--- src/hw/rtl/phip_pkg.sv ---
// Shared types and constants for the plugin info header parser.
`timescale 1ns / 1ps
`default_nettype none
package phip_pkg;

  localparam int unsigned MAGIC_LEN = 20;
  localparam int unsigned MIN_LEN   = 25 + 2;
  localparam int unsigned CNT_W     = $clog2(MIN_LEN + 1);

  localparam logic [7:0] TAG_MARK      = 8'hff;
  localparam logic [7:0] TAG_VERSION   = 8'h01;
  localparam logic [7:0] TAG_FIRST_STR = 8'h0a;
  localparam logic [7:0] TAG_LAST_STR  = 8'h0c;

  localparam logic [1:0] CFG_HOST_MAJOR = 2'd0;
  localparam logic [1:0] CFG_HOST_MINOR = 2'd1;
  localparam logic [1:0] CFG_HOST_PATCH = 2'd2;
  localparam logic [1:0] CFG_HOST_BUILD = 2'd3;

  localparam logic [1:0] VERDICT_PLUGIN   = 2'd0;
  localparam logic [1:0] VERDICT_MANGLED  = 2'd1;
  localparam logic [1:0] VERDICT_DIFFER   = 2'd2;
  localparam logic [1:0] VERDICT_INCOMPAT = 2'd3;

  typedef struct packed {
    logic [7:0] major;
    logic [7:0] minor;
    logic [7:0] patch;
    logic       build_kind;
  } host_cfg_t;

  typedef struct packed {
    logic       verdict_valid;
    logic [1:0] verdict;
    logic       payload_valid;
    logic [7:0] payload_byte;
    logic       string_begin;
    logic [1:0] string_kind;
    logic [7:0] string_length;
  } result_t;

  function automatic logic [7:0] magic_byte(input logic [CNT_W-1:0] idx);
    logic [7:0] b;
    unique case (idx)
      5'd0:    b = 8'hff;
      5'd1:    b = 8'h00;
      5'd2:    b = 8'h4d;
      5'd3:    b = 8'h47;
      5'd4:    b = 8'h50;
      5'd5:    b = 8'h53;
      5'd6:    b = 8'h2d;
      5'd7:    b = 8'h50;
      5'd8:    b = 8'h4c;
      5'd9:    b = 8'h55;
      5'd10:   b = 8'h47;
      5'd11:   b = 8'h49;
      5'd12:   b = 8'h4e;
      5'd13:   b = 8'h2d;
      5'd14:   b = 8'h49;
      5'd15:   b = 8'h4e;
      5'd16:   b = 8'h46;
      5'd17:   b = 8'h4f;
      5'd18:   b = 8'h3a;
      5'd19:   b = 8'hff;
      default: b = 8'h00;
    endcase
    return b;
  endfunction

endpackage
`default_nettype wire

--- src/hw/rtl/phip_in_stage.sv ---
// Input register stage for blob bytes.
`timescale 1ns / 1ps
`default_nettype none
module phip_in_stage (
  input  wire logic       clk,
  input  wire logic       rst_n,
  input  wire logic       in_tvalid,
  output logic            in_tready,
  input  wire logic [7:0] in_tdata,
  input  wire logic       in_tlast,
  input  wire logic       take_i,
  output logic            valid_o,
  output logic [7:0]      byte_o,
  output logic            last_o
);

  logic       valid_r;
  logic       valid_nxt;
  logic [7:0] byte_r;
  logic       last_r;

  assign in_tready = !valid_r || take_i;
  assign valid_nxt = (in_tvalid && in_tready) || (valid_r && !take_i);

  always_ff @(posedge clk) begin
    if (!rst_n) begin
      valid_r <= 1'b0;
    end else begin
      valid_r <= valid_nxt;
    end
  end

  always_ff @(posedge clk) begin
    if (in_tvalid && in_tready) begin
      byte_r <= in_tdata;
      last_r <= in_tlast;
    end
  end

  assign valid_o = valid_r;
  assign byte_o  = byte_r;
  assign last_o  = last_r;

endmodule
`default_nettype wire

--- src/hw/rtl/phip_core.sv ---
// Blob parse state and per-byte result logic.
`timescale 1ns / 1ps
`default_nettype none
module phip_core (
  input  wire logic                clk,
  input  wire logic                rst_n,
  input  wire logic                step_i,
  input  wire logic [7:0]          byte_i,
  input  wire logic                last_i,
  input  wire phip_pkg::host_cfg_t host_i,
  output logic                     has_res_o,
  output phip_pkg::result_t        res_o
);
  import phip_pkg::*;

  localparam logic [3:0] PH_MAGIC = 4'd0;
  localparam logic [3:0] PH_VTAG  = 4'd1;
  localparam logic [3:0] PH_MAJOR = 4'd2;
  localparam logic [3:0] PH_MINOR = 4'd3;
  localparam logic [3:0] PH_PATCH = 4'd4;
  localparam logic [3:0] PH_BUILD = 4'd5;
  localparam logic [3:0] PH_VMARK = 4'd6;
  localparam logic [3:0] PH_TAG   = 4'd7;
  localparam logic [3:0] PH_LEN   = 4'd8;
  localparam logic [3:0] PH_DATA  = 4'd9;
  localparam logic [3:0] PH_MARK  = 4'd10;
  localparam logic [3:0] PH_DONE  = 4'd11;

  localparam logic [CNT_W-1:0] CNT_MIN   = CNT_W'(MIN_LEN);
  localparam logic [CNT_W-1:0] CNT_MAGIC = CNT_W'(MAGIC_LEN - 1);

  logic [CNT_W-1:0] cnt_r, cnt_nxt;
  logic [3:0]       phase_r, phase_nxt;
  logic [2:0]       pend_r, pend_nxt;
  logic             sent_r, sent_nxt;
  logic [7:0]       pmaj_r, pmaj_nxt;
  logic [7:0]       pmin_r, pmin_nxt;
  logic [7:0]       ppat_r, ppat_nxt;
  logic [7:0]       tag_r, tag_nxt;
  logic [7:0]       left_r, left_nxt;
  logic             decide;
  logic [1:0]       dec_v;
  logic             known;
  logic [7:0]       left_dec;
  result_t          res;

  assign known    = (tag_r >= TAG_FIRST_STR) && (tag_r <= TAG_LAST_STR);
  assign left_dec = left_r - 8'd1;

  always_comb begin
    cnt_nxt   = (cnt_r < CNT_MIN) ? cnt_r + CNT_W'(1) : cnt_r;
    phase_nxt = phase_r;
    pend_nxt  = pend_r;
    sent_nxt  = sent_r;
    pmaj_nxt  = pmaj_r;
    pmin_nxt  = pmin_r;
    ppat_nxt  = ppat_r;
    tag_nxt   = tag_r;
    left_nxt  = left_r;
    decide    = 1'b0;
    dec_v     = VERDICT_MANGLED;
    res       = '0;

    if (!sent_r) begin
      unique case (phase_r)
        PH_MAGIC: begin
          if (byte_i != magic_byte(cnt_r)) begin
            decide = 1'b1;
          end else if (cnt_r >= CNT_MAGIC) begin
            phase_nxt = PH_VTAG;
          end
        end
        PH_VTAG: begin
          if (byte_i != TAG_VERSION) decide = 1'b1;
          else phase_nxt = PH_MAJOR;
        end
        PH_MAJOR: begin
          pmaj_nxt  = byte_i;
          phase_nxt = PH_MINOR;
        end
        PH_MINOR: begin
          pmin_nxt  = byte_i;
          phase_nxt = PH_PATCH;
        end
        PH_PATCH: begin
          ppat_nxt  = byte_i;
          phase_nxt = PH_BUILD;
        end
        PH_BUILD: begin
          if (byte_i != {7'd0, host_i.build_kind}) begin
            decide = 1'b1;
            dec_v  = VERDICT_DIFFER;
          end else if (host_i.major == 8'd0) begin
            if (pmaj_r != 8'd0 || pmin_r != host_i.minor || ppat_r != host_i.patch) begin
              decide = 1'b1;
              dec_v  = VERDICT_INCOMPAT;
            end else begin
              phase_nxt = PH_VMARK;
            end
          end else if (pmaj_r != host_i.major || pmin_r > host_i.minor) begin
            decide = 1'b1;
            dec_v  = VERDICT_INCOMPAT;
          end else begin
            phase_nxt = PH_VMARK;
          end
        end
        PH_VMARK, PH_MARK: begin
          if (byte_i != TAG_MARK) decide = 1'b1;
          else phase_nxt = PH_TAG;
        end
        PH_TAG: begin
          if (byte_i == TAG_MARK) begin
            decide = 1'b1;
            dec_v  = VERDICT_PLUGIN;
          end else if (byte_i < TAG_FIRST_STR) begin
            decide = 1'b1;
          end else begin
            tag_nxt   = byte_i;
            phase_nxt = PH_LEN;
          end
        end
        PH_LEN: begin
          left_nxt = byte_i;
          if (known) begin
            res.string_begin  = 1'b1;
            res.string_kind   = 2'(tag_r - TAG_FIRST_STR);
            res.string_length = byte_i;
          end
          phase_nxt = (byte_i != 8'd0) ? PH_DATA : PH_MARK;
        end
        PH_DATA: begin
          if (known) begin
            res.payload_valid = 1'b1;
            res.payload_byte  = byte_i;
          end
          left_nxt = left_dec;
          if (left_dec == 8'd0) phase_nxt = PH_MARK;
        end
        default: begin
        end
      endcase

      if (decide) begin
        pend_nxt  = {1'b0, dec_v} + 3'd1;
        phase_nxt = PH_DONE;
      end

      if (last_i) begin
        res.verdict_valid = 1'b1;
        res.verdict = (cnt_nxt < CNT_MIN || pend_nxt == 3'd0) ? VERDICT_MANGLED
                                                               : 2'(pend_nxt - 3'd1);
      end else if (pend_nxt != 3'd0 && cnt_nxt >= CNT_MIN) begin
        res.verdict_valid = 1'b1;
        res.verdict       = 2'(pend_nxt - 3'd1);
        sent_nxt          = 1'b1;
      end
    end

    if (last_i) begin
      cnt_nxt   = '0;
      phase_nxt = PH_MAGIC;
      pend_nxt  = 3'd0;
      sent_nxt  = 1'b0;
      pmaj_nxt  = 8'd0;
      pmin_nxt  = 8'd0;
      ppat_nxt  = 8'd0;
      tag_nxt   = 8'd0;
      left_nxt  = 8'd0;
    end
  end

  always_ff @(posedge clk) begin
    if (!rst_n) begin
      cnt_r   <= '0;
      phase_r <= PH_MAGIC;
      pend_r  <= 3'd0;
      sent_r  <= 1'b0;
      pmaj_r  <= 8'd0;
      pmin_r  <= 8'd0;
      ppat_r  <= 8'd0;
      tag_r   <= 8'd0;
      left_r  <= 8'd0;
    end else if (step_i) begin
      cnt_r   <= cnt_nxt;
      phase_r <= phase_nxt;
      pend_r  <= pend_nxt;
      sent_r  <= sent_nxt;
      pmaj_r  <= pmaj_nxt;
      pmin_r  <= pmin_nxt;
      ppat_r  <= ppat_nxt;
      tag_r   <= tag_nxt;
      left_r  <= left_nxt;
    end
  end

  assign has_res_o = res.string_begin || res.payload_valid || res.verdict_valid;
  assign res_o     = res;

`ifndef SYNTHESIS
  a_last_clears: assert property (@(posedge clk) disable iff (!rst_n)
    step_i && last_i |=> cnt_r == '0 && phase_r == PH_MAGIC && !sent_r)
    else $error("blob state not cleared after last byte");
  a_pend_done: assert property (@(posedge clk) disable iff (!rst_n)
    pend_r != 3'd0 |-> phase_r == PH_DONE)
    else $error("pending verdict outside done phase");
  a_sent_pend: assert property (@(posedge clk) disable iff (!rst_n)
    sent_r |-> pend_r != 3'd0 && cnt_r == CNT_MIN)
    else $error("verdict sent without decision or before minimum length");
  a_one_kind: assert property (@(posedge clk) disable iff (!rst_n)
    !(res.string_begin && res.payload_valid))
    else $error("string begin and payload in one result");
`endif

endmodule
`default_nettype wire

--- src/hw/rtl/plugin_info_header_parser_top.sv ---
// Top level of the plugin info header parser.
//
// Input stream: one blob byte per transaction on in_tdata, in_tlast on the
// final byte of the blob. Output stream: at most one result transaction per
// input byte, carrying a string start, a string character and/or the
// blob verdict. Bytes that cause no result produce no output transaction.
// The user must write the host version registers through cfg_wr_en/cfg_addr/
// cfg_wdata only while the block is idle; the block itself does not enforce it.
// Path: a byte accepted into the input register passes through the parse
// step and its result is held in the result register that drives out_tvalid.
// Throughput is one byte per cycle while out_tready does not stall the output.
// Reset (rst_n low, synchronous) clears the parse state, empties both
// registers and loads host registers with major/minor/patch 0, build 1.
// When out_tready is low a held result stays; at most one more byte is
// taken into the input register, then in_tready drops until the result is taken.
`timescale 1ns / 1ps
`default_nettype none
module plugin_info_header_parser_top (
  input  wire logic        clk,
  input  wire logic        rst_n,
  input  wire logic        in_tvalid,
  output logic             in_tready,
  input  wire logic [7:0]  in_tdata,   // in_byte
  input  wire logic        in_tlast,
  output logic             out_tvalid,
  input  wire logic        out_tready,
  output logic [23:0]      out_tdata,  // string_length, payload_byte, verdict, zero pad
  output logic [4:0]       out_tuser,  // string_begin, string_kind, payload_valid, verdict_valid
  input  wire logic        cfg_wr_en,
  input  wire logic [1:0]  cfg_addr,
  input  wire logic [7:0]  cfg_wdata
);
  import phip_pkg::*;

  host_cfg_t  host_r;
  logic       s1_valid;
  logic [7:0] s1_byte;
  logic       s1_last;
  logic       take;
  logic       has_res;
  result_t    res;
  logic       out_valid_r;
  result_t    out_res_r;

  always_ff @(posedge clk) begin
    if (!rst_n) begin
      host_r.major      <= 8'd0;
      host_r.minor      <= 8'd0;
      host_r.patch      <= 8'd0;
      host_r.build_kind <= 1'b1;
    end else if (cfg_wr_en) begin
      unique case (cfg_addr)
        CFG_HOST_MAJOR: host_r.major      <= cfg_wdata;
        CFG_HOST_MINOR: host_r.minor      <= cfg_wdata;
        CFG_HOST_PATCH: host_r.patch      <= cfg_wdata;
        CFG_HOST_BUILD: host_r.build_kind <= cfg_wdata[0];
        default: begin
        end
      endcase
    end
  end

  assign take = s1_valid && (!out_valid_r || out_tready);

  phip_in_stage u_in (
    .clk       (clk),
    .rst_n     (rst_n),
    .in_tvalid (in_tvalid),
    .in_tready (in_tready),
    .in_tdata  (in_tdata),
    .in_tlast  (in_tlast),
    .take_i    (take),
    .valid_o   (s1_valid),
    .byte_o    (s1_byte),
    .last_o    (s1_last)
  );

  phip_core u_core (
    .clk       (clk),
    .rst_n     (rst_n),
    .step_i    (take),
    .byte_i    (s1_byte),
    .last_i    (s1_last),
    .host_i    (host_r),
    .has_res_o (has_res),
    .res_o     (res)
  );

  always_ff @(posedge clk) begin
    if (!rst_n) begin
      out_valid_r <= 1'b0;
    end else if (take) begin
      out_valid_r <= has_res;
    end else if (out_tready) begin
      out_valid_r <= 1'b0;
    end
  end

  always_ff @(posedge clk) begin
    if (take && has_res) begin
      out_res_r <= res;
    end
  end

  assign out_tvalid = out_valid_r;
  assign out_tdata  = {6'd0, out_res_r.verdict, out_res_r.payload_byte,
                       out_res_r.string_length};
  assign out_tuser  = {out_res_r.verdict_valid, out_res_r.payload_valid,
                       out_res_r.string_kind, out_res_r.string_begin};

endmodule
`default_nettype wire
--- config.mk ---
export PLATFORM = sky130hd
export DESIGN_NAME = plugin_info_header_parser_top
export DESIGN_NICKNAME = d
export VERILOG_FILES = /design/src/hw/rtl/phip_pkg.sv /design/src/hw/rtl/phip_in_stage.sv /design/src/hw/rtl/phip_core.sv /design/src/hw/rtl/plugin_info_header_parser_top.sv
export SDC_FILE = /design/constraint.sdc
export NUM_CORES = 1
export LEC_CHECK = 0
export BUFFER_PORTS_ARGS = -buffer_cell sky130_fd_sc_hd__buf_2
export CORE_UTILIZATION = 50
export CTS_CLUSTER_DIAMETER = 40
export DETAILED_ROUTE_END_ITERATION = 8
export GPL_TIMING_DRIVEN = 0
export PLACE_DENSITY = 0.69
export SLEW_MARGIN = 20
export SYNTH_ARGS = -nofsm -noshare
export SYNTH_HDL_FRONTEND = slang
export SYNTH_SLANG_ARGS = --single-unit
export TNS_END_PERCENT = 1
--- constraint.sdc ---
create_clock -name clk -period 4.7 [get_ports clk]
set_input_delay 0.47 -clock clk [delete_from_list [all_inputs] [get_ports clk]]
set_output_delay 0.47 -clock clk [all_outputs]
set_load 0.05 [all_outputs]
=== Word level (Yosys, flattened, before mapping) ===
Memory sizes are Yosys's and may differ from the RTL's. A register that Yosys moved wholly into a read port is not among the register bits.
Index checks and enable logic that the tools add are counted.
Widths: inputs -> output; s select.

* Eq/ne operators: 34
* Magnitude comparators: 8
* Bitwise operators: 3
* Add/subtract/negate cells: 5
* Mux-type cells: 74
* Reductions and logical operators: 47

{| class="wikitable"
|+ Operator list
! operator !! number
|-
| $mux 8 || 18
|-
| $mux 4 || 14
|-
| $pmux 4 s10 || 1
|-
| $ne 8x8->1 || 4
|-
| $ne 4x4->1 const B || 6
|-
| $mux 23 || 1
|-
| $mux 11 || 2
|-
| $mux 5 || 4
|-
| $mux 3 || 6
|-
| $mux 9 || 2
|-
| $eq 4x3->1 const B || 4
|-
| $logic_not 8->1 || 2
|-
| $mux 1 || 16
|-
| $pmux 8 s2 || 1
|-
| $reduce_bool 8->1 || 2
|-
| $mux 2 || 7
|-
| $reduce_and 13->1 || 1
|-
| $eq 4x4->1 const B || 3
|-
| $reduce_and 3->1 || 4
|-
| $reduce_bool 12->1 || 1
|-
| $ge 5x5->1 const B || 2
|-
| $lt 5x5->1 const B || 2
|-
| $reduce_and 2->1 || 5
|-
| $reduce_bool 2->1 || 5
|-
| 34 further kinds || 58
|}

* Memories: 1
* Register bits: 112
* Input port bits: 24
* Output and inout bits: 31
* Memory bits (read-only): 256
* Word-level logic and storage cells: 196

{| class="wikitable"
|+ Memories
! name !! words !! bits a word !! read ports !! clocked after memory_dff !! wr ports !! line !! RTL
|-
| (no name shown) || 32 || 8 || 1 || 1 || 0 || phip_pkg.sv:44 || <nowiki>unique case (idx)</nowiki>
|}

=== Logic depth before layout (Yosys ltp) ===
Gate-level depths: netlist of the first run.

* Depth after elaboration: 19
* Depth in mapped cells: 16
* Gate-level depth less buffers: 16

=== Hierarchy ===
A second synthesis of the first run with hierarchy kept.

* Cell total of the unflattened synthesis: 640
* Area, all modules: 5978.2 um^2

{| class="wikitable"
|+ By module, submodules not included
! module !! times used !! area each (um^2) !! cells an instance !! sequential area each (um^2)
|-
| phip_core || 1 || 3912.5 || 496 || 1221.2
|-
| plugin_info_header_parser_top || 1 || 1737.9 || 130 || 1211.2
|-
| phip_in_stage || 1 || 327.8 || 14 || 290.3
|}

=== Least setup slack after synthesis of the first run ===
OpenSTA, ideal clock, no wires.

* Path kind: register to register
* Start: register u_in.byte_r[5] (netlist: u_in.byte_o[5])
* End: register out_res_r (netlist bit out_tdata[0]), enable pin
* Path slack: 135 ps
* Period minus slack after synthesis: 4565 ps
* Library setup time: 411 ps
* Path buffers: 1
* Data required time: 4289 ps
* Arrival time: 4154 ps
* Stages on the path, launching flop included: 16
* Cell sequence: edfxtp_1 > buf_6 > or4_4 > or2_1 > nor2_4 > o2111ai_4 > nand2_1 > inv_1 > ha_1 > mux2i_1 > ha_1 > nor2b_1 > and3_1 > mux2i_1 > a31oi_1 > a21oi_1

* Word-level cells in the longest chain between the ends: 14
* Elaborated cells between the ends (all ways): 28
* Classes of those cells: add/sub: 1; order compare: 1; eq/ne: 5; mux: 17; reduce/logical: 4

{| class="wikitable"
|+ RTL lines
! element !! line !! RTL
|-
| start, declared || phip_in_stage.sv:19 || <nowiki>logic [7:0] byte_r;</nowiki>
|-
| start signal, assigned || phip_in_stage.sv:35 || <nowiki>byte_r <= in_tdata;</nowiki>
|-
| $lt 8x4->1 (tied with other cells) || phip_core.sv:115 || <nowiki>end else if (byte_i < TAG_FIRST_STR) begin</nowiki>
|-
| $mux 1 (tied with other cells) || phip_core.sv:115 ||
|-
| $mux 1 or $pmux 2 s2 (tied branches) || phip_core.sv:112, phip_core.sv:65 ||
|-
| $pmux 1 s5 or $mux 2 (tied branches) || phip_core.sv:65, phip_core.sv:64 ||
|-
| $mux 1 or $add 2x1->3 (tied branches) || phip_core.sv:64, phip_core.sv:144 ||
|-
| $mux 3 * || phip_core.sv:143 || <nowiki>if (decide) begin</nowiki>
|-
| $mux 3 * || phip_core.sv:64 || <nowiki>if (!sent_r) begin</nowiki>
|-
| $reduce_bool 3->1 * || phip_core.sv:152 || <nowiki>end else if (pend_nxt != 3'd0 && cnt_nxt >= CNT_MIN) begin</nowiki>
|-
| $logic_and 1x1->1 * || phip_core.sv:152 ||
|-
| $mux 3 * || phip_core.sv:152 ||
|-
| $mux 3 * || phip_core.sv:148 || <nowiki>if (last_i) begin</nowiki>
|-
| $mux 23 * || phip_core.sv:64 ||
|-
| $logic_or 1x1->1 * || phip_core.sv:196 || <nowiki>assign has_res_o = res.string_begin || res.payload_valid || res.verdict_valid;</nowiki>
|-
| $logic_and 1x1->1 * || plugin_info_header_parser_top.sv:100 || <nowiki>if (take && has_res) begin</nowiki>
|-
| end signal, assigned || plugin_info_header_parser_top.sv:101 || <nowiki>out_res_r <= res;</nowiki>
|-
| end, declared || plugin_info_header_parser_top.sv:43 || <nowiki>result_t out_res_r;</nowiki>
|}

Every way passes the cells marked *; elsewhere a longest branch is shown, timed or not. The select of a mux whose other input is x is not followed.
A chain may end at the register's enable or synchronous reset.

=== Worst setup path in the final report of the first run ===
* Start: register u_in.byte_r[4] (netlist: u_in.byte_o[4])
* End: register out_res_r (netlist bit out_tdata[11]), enable pin

The elaborated chain is that of the path after synthesis.

==> flow_summary.json, run 1 <==
{
  "cp_max_fo": 12,
  "yosysTopAreaCell": "dfxtp_1",
  "worst-setup-path-type": "flop to flop",
  "hold_ws_ns": 0.227,
  "ys_seq_elements": 120,
  "hold_violations": 0,
  "async_reset_ff_share_pct": 0,
  "yosysSeqAreaShare_pct": 43.7,
  "endpoint": "out_tdata[11]",
  "syn_area_mm2": 0.00623,
  "r2r_start": "u_in.byte_o[4]",
  "hp-class": "input pin to flop",
  "cp_top_family": "simple AND/OR/NAND/NOR gates",
  "synthToLayoutAreaGrowth_pct": 17.9,
  "cts_resized": 0,
  "fin_skew_ns": 0.00836,
  "final_common_cell": "dfxtp_1",
  "final_nets": 765,
  "slew_violations": 0,
  "design_area_mm2": 0.00735,
  "track_usage_pct": 25.4,
  "synth_area_per_cell_um2": 9.60,
  "worst-path-buf-inv": 2,
  "gp_congestion": 0.929,
  "cp-start-kind": "flop",
  "cts-buffers-inserted": 17,
  "htreeDepth": 4,
  "portBuffers": 48,
  "finalCriticalPeriod_ns": 4.34,
  "yosys_most_used_dff": "dfxtp_1",
  "wl_per_cell_um": 17.4,
  "synth_edf_count": 32,
  "grt_pass1_wl_mm": 25.0,
  "rsz0062_at_grt": "false",
  "path_depth": 15,
  "wirelength_mm": 15.7,
  "final_cell_mix": "dfxtp_1 (88), nor2b_1 (72), buf_2 (49)",
  "worst-endpoint-arrival_ns": 4.39,
  "critical_path.cell_chain": "buf_2 > or4_4 > or2_1 > nor2_4 > o2111ai_4 > nand2_1 > inv_1 > ha_1 > mux2i_1 > ha_1 > nor2b_1 > and3_1 > mux2i_1 > a31oi_2 > a21oi_4",
  "worstReg2RegEnd": "out_tdata[11]",
  "clockBufferDepth": 2,
  "die-area_mm2": 0.0129,
  "p_leak_nw": 2.92,
  "maxCapViolations": 0,
  "synth_cell_types": 70,
  "p_total_mw": 2.70,
  "first_pass_iters": 5,
  "finalCritPeriodShare_pct": 92.3,
  "yosysWarnings": 0,
  "critPathCaptureType": "flop",
  "die_w_um": 114,
  "dpl-instance-area_mm2": 0.00671,
  "hold_buffers": 0,
  "max_slew_margin_pct": 45.9,
  "cts.reportedPaths.clkPinSlew_ns": 0.05,
  "cp_data_required_time_ns": 4.75,
  "drt_iter0_markers": 469,
  "yosys-top-cells-area": "dfxtp_1 (28%), edfxtp_1 (15%), nor2b_1 (7.2%)",
  "antenna_left": 0,
  "cts_tree": "built",
  "cpPeakStageDelay_ns": 0.57,
  "initial_core_util_pct": 51.6,
  "overflow": 0,
  "crit_slowest_cell": "or4_4",
  "rrSetupSlack_ns": 0.36,
  "power_density_mw_per_mm2": 368,
  "route.detailed.drc": 0,
  "startpoint": "u_in.byte_o[4]",
  "postCtsSetupBuffers": 0,
  "setup_viol": 0,
  "outcome": "finished, final reports clean",
  "clock-sinks": 120,
  "grt_pass1_vias": 4876,
  "vias": 5152,
  "worst-r2r-cell-count": 15,
  "dpl.hpwl_mm": 11.0,
  "clk_latency_ns": 0.42,
  "die_h_um": 114,
  "final_util_pct": 60.9,
  "synth_cells": 649,
  "grt_max_degree": 24,
  "drive_gt1_share_pct": 14.1,
  "top_level_ports": 55,
  "via_per_inst": 5.71,
  "antenna_found_initial": 0,
  "max_freq_mhz": 231,
  "row_count": 40,
  "cts-root-buf": "clkbuf_16",
  "fp.coreArea_mm2": 0.0121,
  "antennaDiodeCount": 0,
  "tightestPinTransition_ns": 0.812,
  "synth_top_cell_area_share_pct": 28.3,
  "vdd_drop_max_uv": 236
}
## worst min path at each step
stage                                 from               end  slack [ns]  cells past startpoint
after floorplan           u_core.pend_r[2]  u_core.pend_r[2]        0.45                      2
after global placement    u_core.pend_r[2]  u_core.pend_r[2]        0.47                      2
after detailed placement  u_core.pend_r[1]  u_core.pend_r[1]        0.48                      2
after CTS                      in_tdata[6]    u_in.byte_o[6]        0.21                      1
after global routing           in_tdata[6]    u_in.byte_o[6]        0.21                      1
final                             in_tlast       u_in.last_o        0.23                      1
## through the flow
step	setup WS [ns]	setup TNS [ns]	std cells
after global placement	-0.800	-18.37	870
after global routing	0.120	0	903
after CTS	0.213	0	902
after floorplan	0.135	0	654
final	0.364	0	903
after detailed placement	0.247	0	870
## report_power, final
group          internal (mW)  switching, mW  leakage [nW]
logic                 0.0930          0.176          1.59
clock network          0.885          0.443         0.298
registers               1.09         0.0175          1.03
## logic make-up after synthesis
family          share of synthesized area, %
compound gates                          15.3
xor+xnor                                3.80
fa+ha+maj                               3.82
buf+inv                                 4.24
flops                                   43.7
mux                                     6.65
other cells                           0.0602
simple gates                            22.4
## layer usage
| layer | global-route usage (%) | part of all wire, % | vias up |
|---|---|---|---|
| met1 | 32.7 | 45 | 2458 |
| met2 | 40.2 | 46 | 167 |
| met4 | 11.3 | 2.4 | 0 |
| met3 | 6.75 | 6.5 | 37 |
| li1 | - | - | 2490 |
| met5 | 0 | 0 | - |
## flip-flops by register name, indices dropped and copies added, names as in the netlist, 3 cells and up, named ones only
register and cells:
host_r 25, out_tdata 18, u_core.left_r 8, u_core.pmaj_r 8, u_core.pmin_r 8, u_core.ppat_r 8, u_core.tag_r 8, u_in.byte_o 8
out_tuser 5, u_core.cnt_r 5, u_core.phase_r 4, u_core.pend_r 3
## cells in the mapped netlist, drive strengths merged, types with 2 or more instances
master and number:
dfxtp 88, nor2b 72, mux2i 38, edfxtp 32, a22oi 31, nand2 30
nor2 30, o21ai 30, clkbuf 29, and2 28, a21oi 26, inv 23
ha 19, nor3 18, xor2 18, nor4 12, nand3 11, and3 10
buf 9, nand4 9, xnor2 9, nand2b 6, o211ai 6, or4 6
o22ai 4, or3 4, a31oi 3, mux2 3, nand3b 3, o2111ai 3
o211a 3, o311ai 3, a21o 2, a32o 2, and4 2, o2111a 2
o21a 2, o221a 2, o31ai 2, or2 2
## cell type report
type,count,area (um^2)
clock inverter,5,78.8
timing repair buffer,48,240
multi-input combinational,473,3290
fill,1024,4720
inverter,24,90.1
sequential,120,2720
clock buffer,27,536
tap,168,210
buffer,38,174
Power figures use the tool's default switching activity.
==> run 2, diff against run 1 <==
--- a/config.mk
+++ b/config.mk
@@ -7,6 +7,7 @@
 export LEC_CHECK = 0
 export BUFFER_PORTS_ARGS = -buffer_cell sky130_fd_sc_hd__buf_2
 export CORE_UTILIZATION = 50
+export CTS_BUF_LIST = sky130_fd_sc_hd__clkbuf_16
 export CTS_CLUSTER_DIAMETER = 40
 export DETAILED_ROUTE_END_ITERATION = 8
 export GPL_TIMING_DRIVEN = 0
==> constraint.sdc (replaced) <==
create_clock -name clk -period 4.7 [get_ports clk]
set_input_delay 0.47 -clock clk [delete_from_list [all_inputs] [get_ports clk]]
set_output_delay 0.47 -clock clk [all_outputs]
set_load 0.01 [all_outputs]
==> run 2 against run 1 <==
Net effect:
- flip-flop and latch count unchanged
- critical path depth is the same
- register-to-register slack about the same
- final cell count stayed put
- power fell by 2.9%
- via count is 1.1% lower
- wire length shrank 0.52%
- count of clock-buffer cells in the layout decreased by 8
- first-iteration DRC count down 15%
- largest cell class unchanged
==> flow_summary.json, run 2 (synthesis gave the netlist of run 1 again) <==
{
  "max_freq_mhz": 231,
  "setup_ws_ns": 0.377,
  "clockBufferDepth": 2,
  "route.detailed.drc": 0,
  "cts-root-buf": "clkbuf_16",
  "hold_violations": 0,
  "rsz0062_at_grt": "false",
  "hold_start": "in_tlast",
  "vias": 5093,
  "p_leak_nw": 2.93,
  "worst-setup-path-type": "flop to flop",
  "final_nets": 765,
  "grt-busiest-layer": "met2",
  "drive_gt1_share_pct": 13.9,
  "globalRouteMet3Util_pct": 6.75,
  "grt_max_degree": 24,
  "finalSetupTns_ns": 0,
  "nFillCells": 1028,
  "antennaDiodeCount": 0,
  "cts-buffers-inserted": 17,
  "fp.coreArea_mm2": 0.0121,
  "hold_buffers": 0,
  "die_w_um": 114,
  "row_count": 40,
  "vdd_drop_max_uv": 233,
  "largest_reg_flops": 25,
  "startpoint": "u_in.byte_o[4]",
  "critical_path.cell_chain": "buf_2 > or4_4 > or2_1 > nor2_4 > o2111ai_4 > nand2_1 > inv_1 > ha_1 > mux2i_1 > ha_1 > nor2b_1 > and3_1 > mux2i_1 > a31oi_2 > a21oi_4",
  "crit_slowest_cell": "or4_4",
  "first_pass_iters": 5,
  "cp-start-kind": "flop",
  "cp_max_fo": 12,
  "gr-usage-met2_pct": 40.2,
  "antenna_left": 0,
  "clock-sinks": 120,
  "grtUsageMet1_pct": 32.7,
  "antenna_found_initial": 0,
  "die_h_um": 114,
  "dpl-instance-area_mm2": 0.00671,
  "cts_tree": "built",
  "design_area_mm2": 0.00732,
  "dp_slack_ns": 0.247,
  "wl_per_cell_um": 17.3,
  "final_util_pct": 60.7,
  "outcome": "finished, final reports clean",
  "cts.reportedPaths.clkPinSlew_ns": 0.05,
  "cpPeakStageDelay_ns": 0.57,
  "multi_input_area_mm2": 0.00329,
  "hp-class": "input pin to flop",
  "postCtsSetupBuffers": 0,
  "tightestPinTransition_ns": 0.824,
  "grt_pass1_vias": 4880,
  "drt_iter0_markers": 400,
  "maxCapViolations": 0,
  "finalCritPeriodShare_pct": 92.0,
  "cp_data_required_time_ns": 4.75,
  "die-area_mm2": 0.0129,
  "worst-endpoint-arrival_ns": 4.37,
  "gp_congestion": 0.929,
  "regMostFlops": "host_r",
  "via_per_inst": 5.64,
  "finalCriticalPeriod_ns": 4.32,
  "wirelength_mm": 15.7,
  "portBuffers": 48,
  "clk_latency_ns": 0.42,
  "top_level_ports": 55,
  "track_usage_pct": 25.4,
  "grt_pass1_wl_mm": 25.0,
  "final_cell_mix": "dfxtp_1 (88), nor2b_1 (72), buf_2 (49)",
  "htreeDepth": 4,
  "slew_violations": 0,
  "synthToLayoutAreaGrowth_pct": 17.5,
  "r2r_start": "u_in.byte_o[4]",
  "critPathCaptureType": "flop",
  "dpl.hpwl_mm": 11.0,
  "power_density_mw_per_mm2": 358,
  "max_slew_margin_pct": 45.1,
  "setup_viol": 0,
  "fin_skew_ns": 0.00909,
  "ff_latch_area_mm2": 0.00272,
  "overflow": 0,
  "initial_core_util_pct": 51.6,
  "final_common_cell": "dfxtp_1"
}
-- run 2: cell types whose count changed in the layout (fill, tap and decap cells not counted) --
cell,delta
clkbuf_1,-5
inv_1,+5
clkbuf_8,-3
clkinv_1,+2
inv_2,+1
-- run 2: path summary, 6_finish.rpt --
path	to	slack [ns]	depth (start not counted)
worst min register to register	u_core.pend_r[1]	0.49	2
worst min-delay path	u_in.last_o	0.23	1
worst max register to register	out_tdata[3]	0.38	15
worst max-delay path	out_tdata[3]	0.38	15
-- run 2: worst max-delay path, delay by kind of cell (launching register included) --
family	cells	cell delay, ns
compound gates	3	0.99
mux	2	0.38
flops	1	0.35
simple gates	6	1.44
fa+ha+maj	2	0.51
buf+inv	2	0.29
-- run 2: layout make-up --
| type | instances | share of cell area (%) |
|---|---|---|
| Buffer | 38 | 2.38 |
| Clock inverter | 13 | 1.49 |
| Multi-Input combinational cell | 473 | 45.0 |
| Inverter | 24 | 1.23 |
| Sequential cell | 120 | 37.2 |
| Timing Repair Buffer | 48 | 3.28 |
| Tap cell | 168 | 2.87 |
| Clock buffer | 19 | 6.50 |
-- run 2: metrics by stage --
stage / instances / hold slack [ns] / total power, mW
after floorplan: 654 / 0.453 / 1.29
after global placement: 870 / 0.467 / 1.36
after detailed placement: 870 / 0.481 / 1.37
after CTS: 902 / 0.212 / 2.63
after global routing: 903 / 0.206 / 2.71
final: 903 / 0.230 / 2.62
-- run 2: power by group --
part | internal, mW | switching, mW | total, mW | leakage (nW)
combinational | 0.0928 | 0.156 | 0.249 | 1.59
clock | 0.826 | 0.444 | 1.27 | 0.305
sequential | 1.09 | 0.0175 | 1.10 | 1.03
total | 2.00 | 0.617 | 2.62 | 2.93
-- run 2: repair_timing --
| item | 4_1_cts | 5_1_grt |
|---|---|---|
| resized for setup | 0 | 2 |
| hold endpoints to repair | 0 | 0 |
| endpoints found under the setup margin | 0 | 23 |
-- run 2: per-layer routing --
metal,wire length [um],up-vias
met4,357,0
li1,-,2489
met1,7110,2399
met5,0,-
met2,7170,177
met3,1010,28
==> run 3, diff against run 2 <==
--- a/config.mk
+++ b/config.mk
@@ -12,6 +12,7 @@
 export DETAILED_ROUTE_END_ITERATION = 8
 export GPL_TIMING_DRIVEN = 0
 export PLACE_DENSITY = 0.69
+export RECOVER_POWER = 100
 export SLEW_MARGIN = 20
 export SYNTH_ARGS = -nofsm -noshare
 export SYNTH_HDL_FRONTEND = slang
==> constraint.sdc (replaced) <==
create_clock -name clk -period 4.7 [get_ports clk]
set_input_delay 0.235 -clock clk [delete_from_list [all_inputs] [get_ports clk]]
set_output_delay 0.235 -clock clk [all_outputs]
set_load 0.01 [all_outputs]
==> run 3 against run 2 <==
Net effect:
- clock skew is 0.0079 ns higher
- setup slack better by 0.043 ns
- first-iteration DRC count is 3.8% higher
- via count is 0.88% higher
==> flow_summary.json, run 3 (synthesis gave the netlist of run 1 again) <==
{
  "outcome": "finished, final reports clean",
  "cp_data_required_time_ns": 4.75,
  "drive_gt1_share_pct": 9.41,
  "wirelength_mm": 15.9,
  "final_util_pct": 60.9,
  "critPathCaptureType": "flop",
  "row_count": 40,
  "tightestPinTransition_ns": 1.02,
  "antenna_found_initial": 0,
  "fp.coreArea_mm2": 0.0121,
  "critical_path.cell_chain": "clkbuf_1 > xor2_1 > nor4_1 > a21oi_1 > nor3_2 > o21ai_0 > nand2_1 > nand2_1 > ha_1 > nor2b_1 > and3_1 > mux2i_1 > a31oi_2 > a21oi_4",
  "startpoint": "u_in.byte_o[3]",
  "htreeDepth": 4,
  "die-area_mm2": 0.0129,
  "dp_slack_ns": 0.247,
  "rrSetupSlack_ns": 0.42,
  "finalSetupTns_ns": 0,
  "r2r_start": "u_in.byte_o[3]",
  "vdd_drop_max_uv": 221,
  "finalCriticalPeriod_ns": 4.28,
  "die_h_um": 114,
  "grt_pass1_vias": 4964,
  "path_common_cell": "nand2_1",
  "power_density_mw_per_mm2": 357,
  "initial_core_util_pct": 51.6,
  "cts-buffers-inserted": 17,
  "finalCritPeriodShare_pct": 91.1,
  "route.detailed.drc": 0,
  "rsz0062_at_grt": "false",
  "hold_start": "in_tvalid",
  "setup_viol": 0,
  "die_w_um": 114,
  "grt_pass1_wl_mm": 25.4,
  "hold_violations": 0,
  "track_usage_pct": 25.8,
  "final_nets": 774,
  "setup_ws_ns": 0.420,
  "cp_max_fo": 12,
  "cp-start-kind": "flop",
  "first_pass_iters": 6,
  "final_cell_mix": "dfxtp_1 (88), nor2b_1 (72), clkbuf_1 (57)",
  "dpl.hpwl_mm": 11.0,
  "clockBufferDepth": 2,
  "cts_tree": "built",
  "crit_slowest_cell": "clkbuf_1",
  "p_leak_nw": 2.86,
  "maxCapViolations": 0,
  "vias": 5138,
  "design_area_mm2": 0.00734,
  "postCtsSetupBuffers": 0,
  "synthToLayoutAreaGrowth_pct": 17.9,
  "antenna_left": 0,
  "dpl-instance-area_mm2": 0.00671,
  "cts-root-buf": "clkbuf_16",
  "via_per_inst": 5.63,
  "drt_iter0_markers": 415,
  "worst-setup-path-type": "flop to flop",
  "hp-class": "input pin to flop",
  "max_slew_margin_pct": 31.6,
  "slew_violations": 0,
  "hold_ws_ns": 0.0617,
  "top_level_ports": 55,
  "clock-sinks": 120,
  "overflow": 0,
  "max_freq_mhz": 234,
  "clk_latency_ns": 0.42,
  "fin_skew_ns": 0.0170,
  "largest_reg_flops": 25,
  "regMostFlops": "host_r",
  "portBuffers": 48,
  "gp_congestion": 0.929,
  "worst-endpoint-arrival_ns": 4.33,
  "cpPeakStageDelay_ns": 0.63,
  "grt_max_degree": 24,
  "antennaDiodeCount": 0,
  "cts.reportedPaths.clkPinSlew_ns": 0.05,
  "final_common_cell": "dfxtp_1",
  "wl_per_cell_um": 17.5
}
==> run 3: changes by cell type in the layout (fill, tap and decap cells not counted), sizes merged <==
cell / delta
clkbuf: +28
buf: -28
dlygate4sd3: +9
==> run 3: area by class of cell <==
| cell class | count | area (um^2) |
|---|---|---|
| repair buffers | 57 | 297 |
| clock inverters | 13 | 109 |
| inverters | 24 | 90.1 |
| flip-flops and latches | 120 | 2720 |
| clock buffers | 19 | 475 |
| well taps | 168 | 210 |
| fillers | 1036 | 4720 |
| plain buffers | 38 | 174 |
| multi-input cells | 473 | 3270 |
==> run 3: final timing paths <==
kind                                         end  cells past startpoint
worst min register to register  u_core.pend_r[1]                      2
worst max register to register      out_tdata[3]                     14
worst min-delay path                u_in.valid_o                      3
worst max-delay path                out_tdata[3]                     14
==> run 3: power breakdown <==
part / internal [mW] / switching (mW)
sequential: 1.09 / 0.0178
clock: 0.825 / 0.444
combinational: 0.0935 / 0.155
total: 2.00 / 0.617
==> run 3: timing repair <==
action,CTS,global route
hold buffers,9,0
resized for setup,0,2
setup endpoints to repair,0,23
endpoints found under the hold margin,9,0
==> run 3: metrics by stage <==
step	power (mW)	std cells
after floorplan	1.29	654
after global placement	1.36	870
after detailed placement	1.37	870
after CTS	2.64	911
after global routing	2.71	912
final	2.62	912
==> run 3: layer usage <==
metal  global-route usage [%]  vias up  share of wire (%)
met5                        0        -                  0
met4                     12.7        0                2.1
met3                     6.43       26                6.6
met2                     40.8      183                 47
met1                     33.1     2424                 45
li1                         -     2505                  -
==> run 3: critical path, delay by kind of cell (launching register included) <==
kind,cells,cell delay [ns]
AO/OA/AOI/OAI,4,1.18
XOR/XNOR,1,0.15
adder cells (fa/ha/maj),1,0.21
buffers and inverters,1,0.63
flip-flops,1,0.35
multiplexers,1,0.29
AND/OR/NAND/NOR,6,1.11
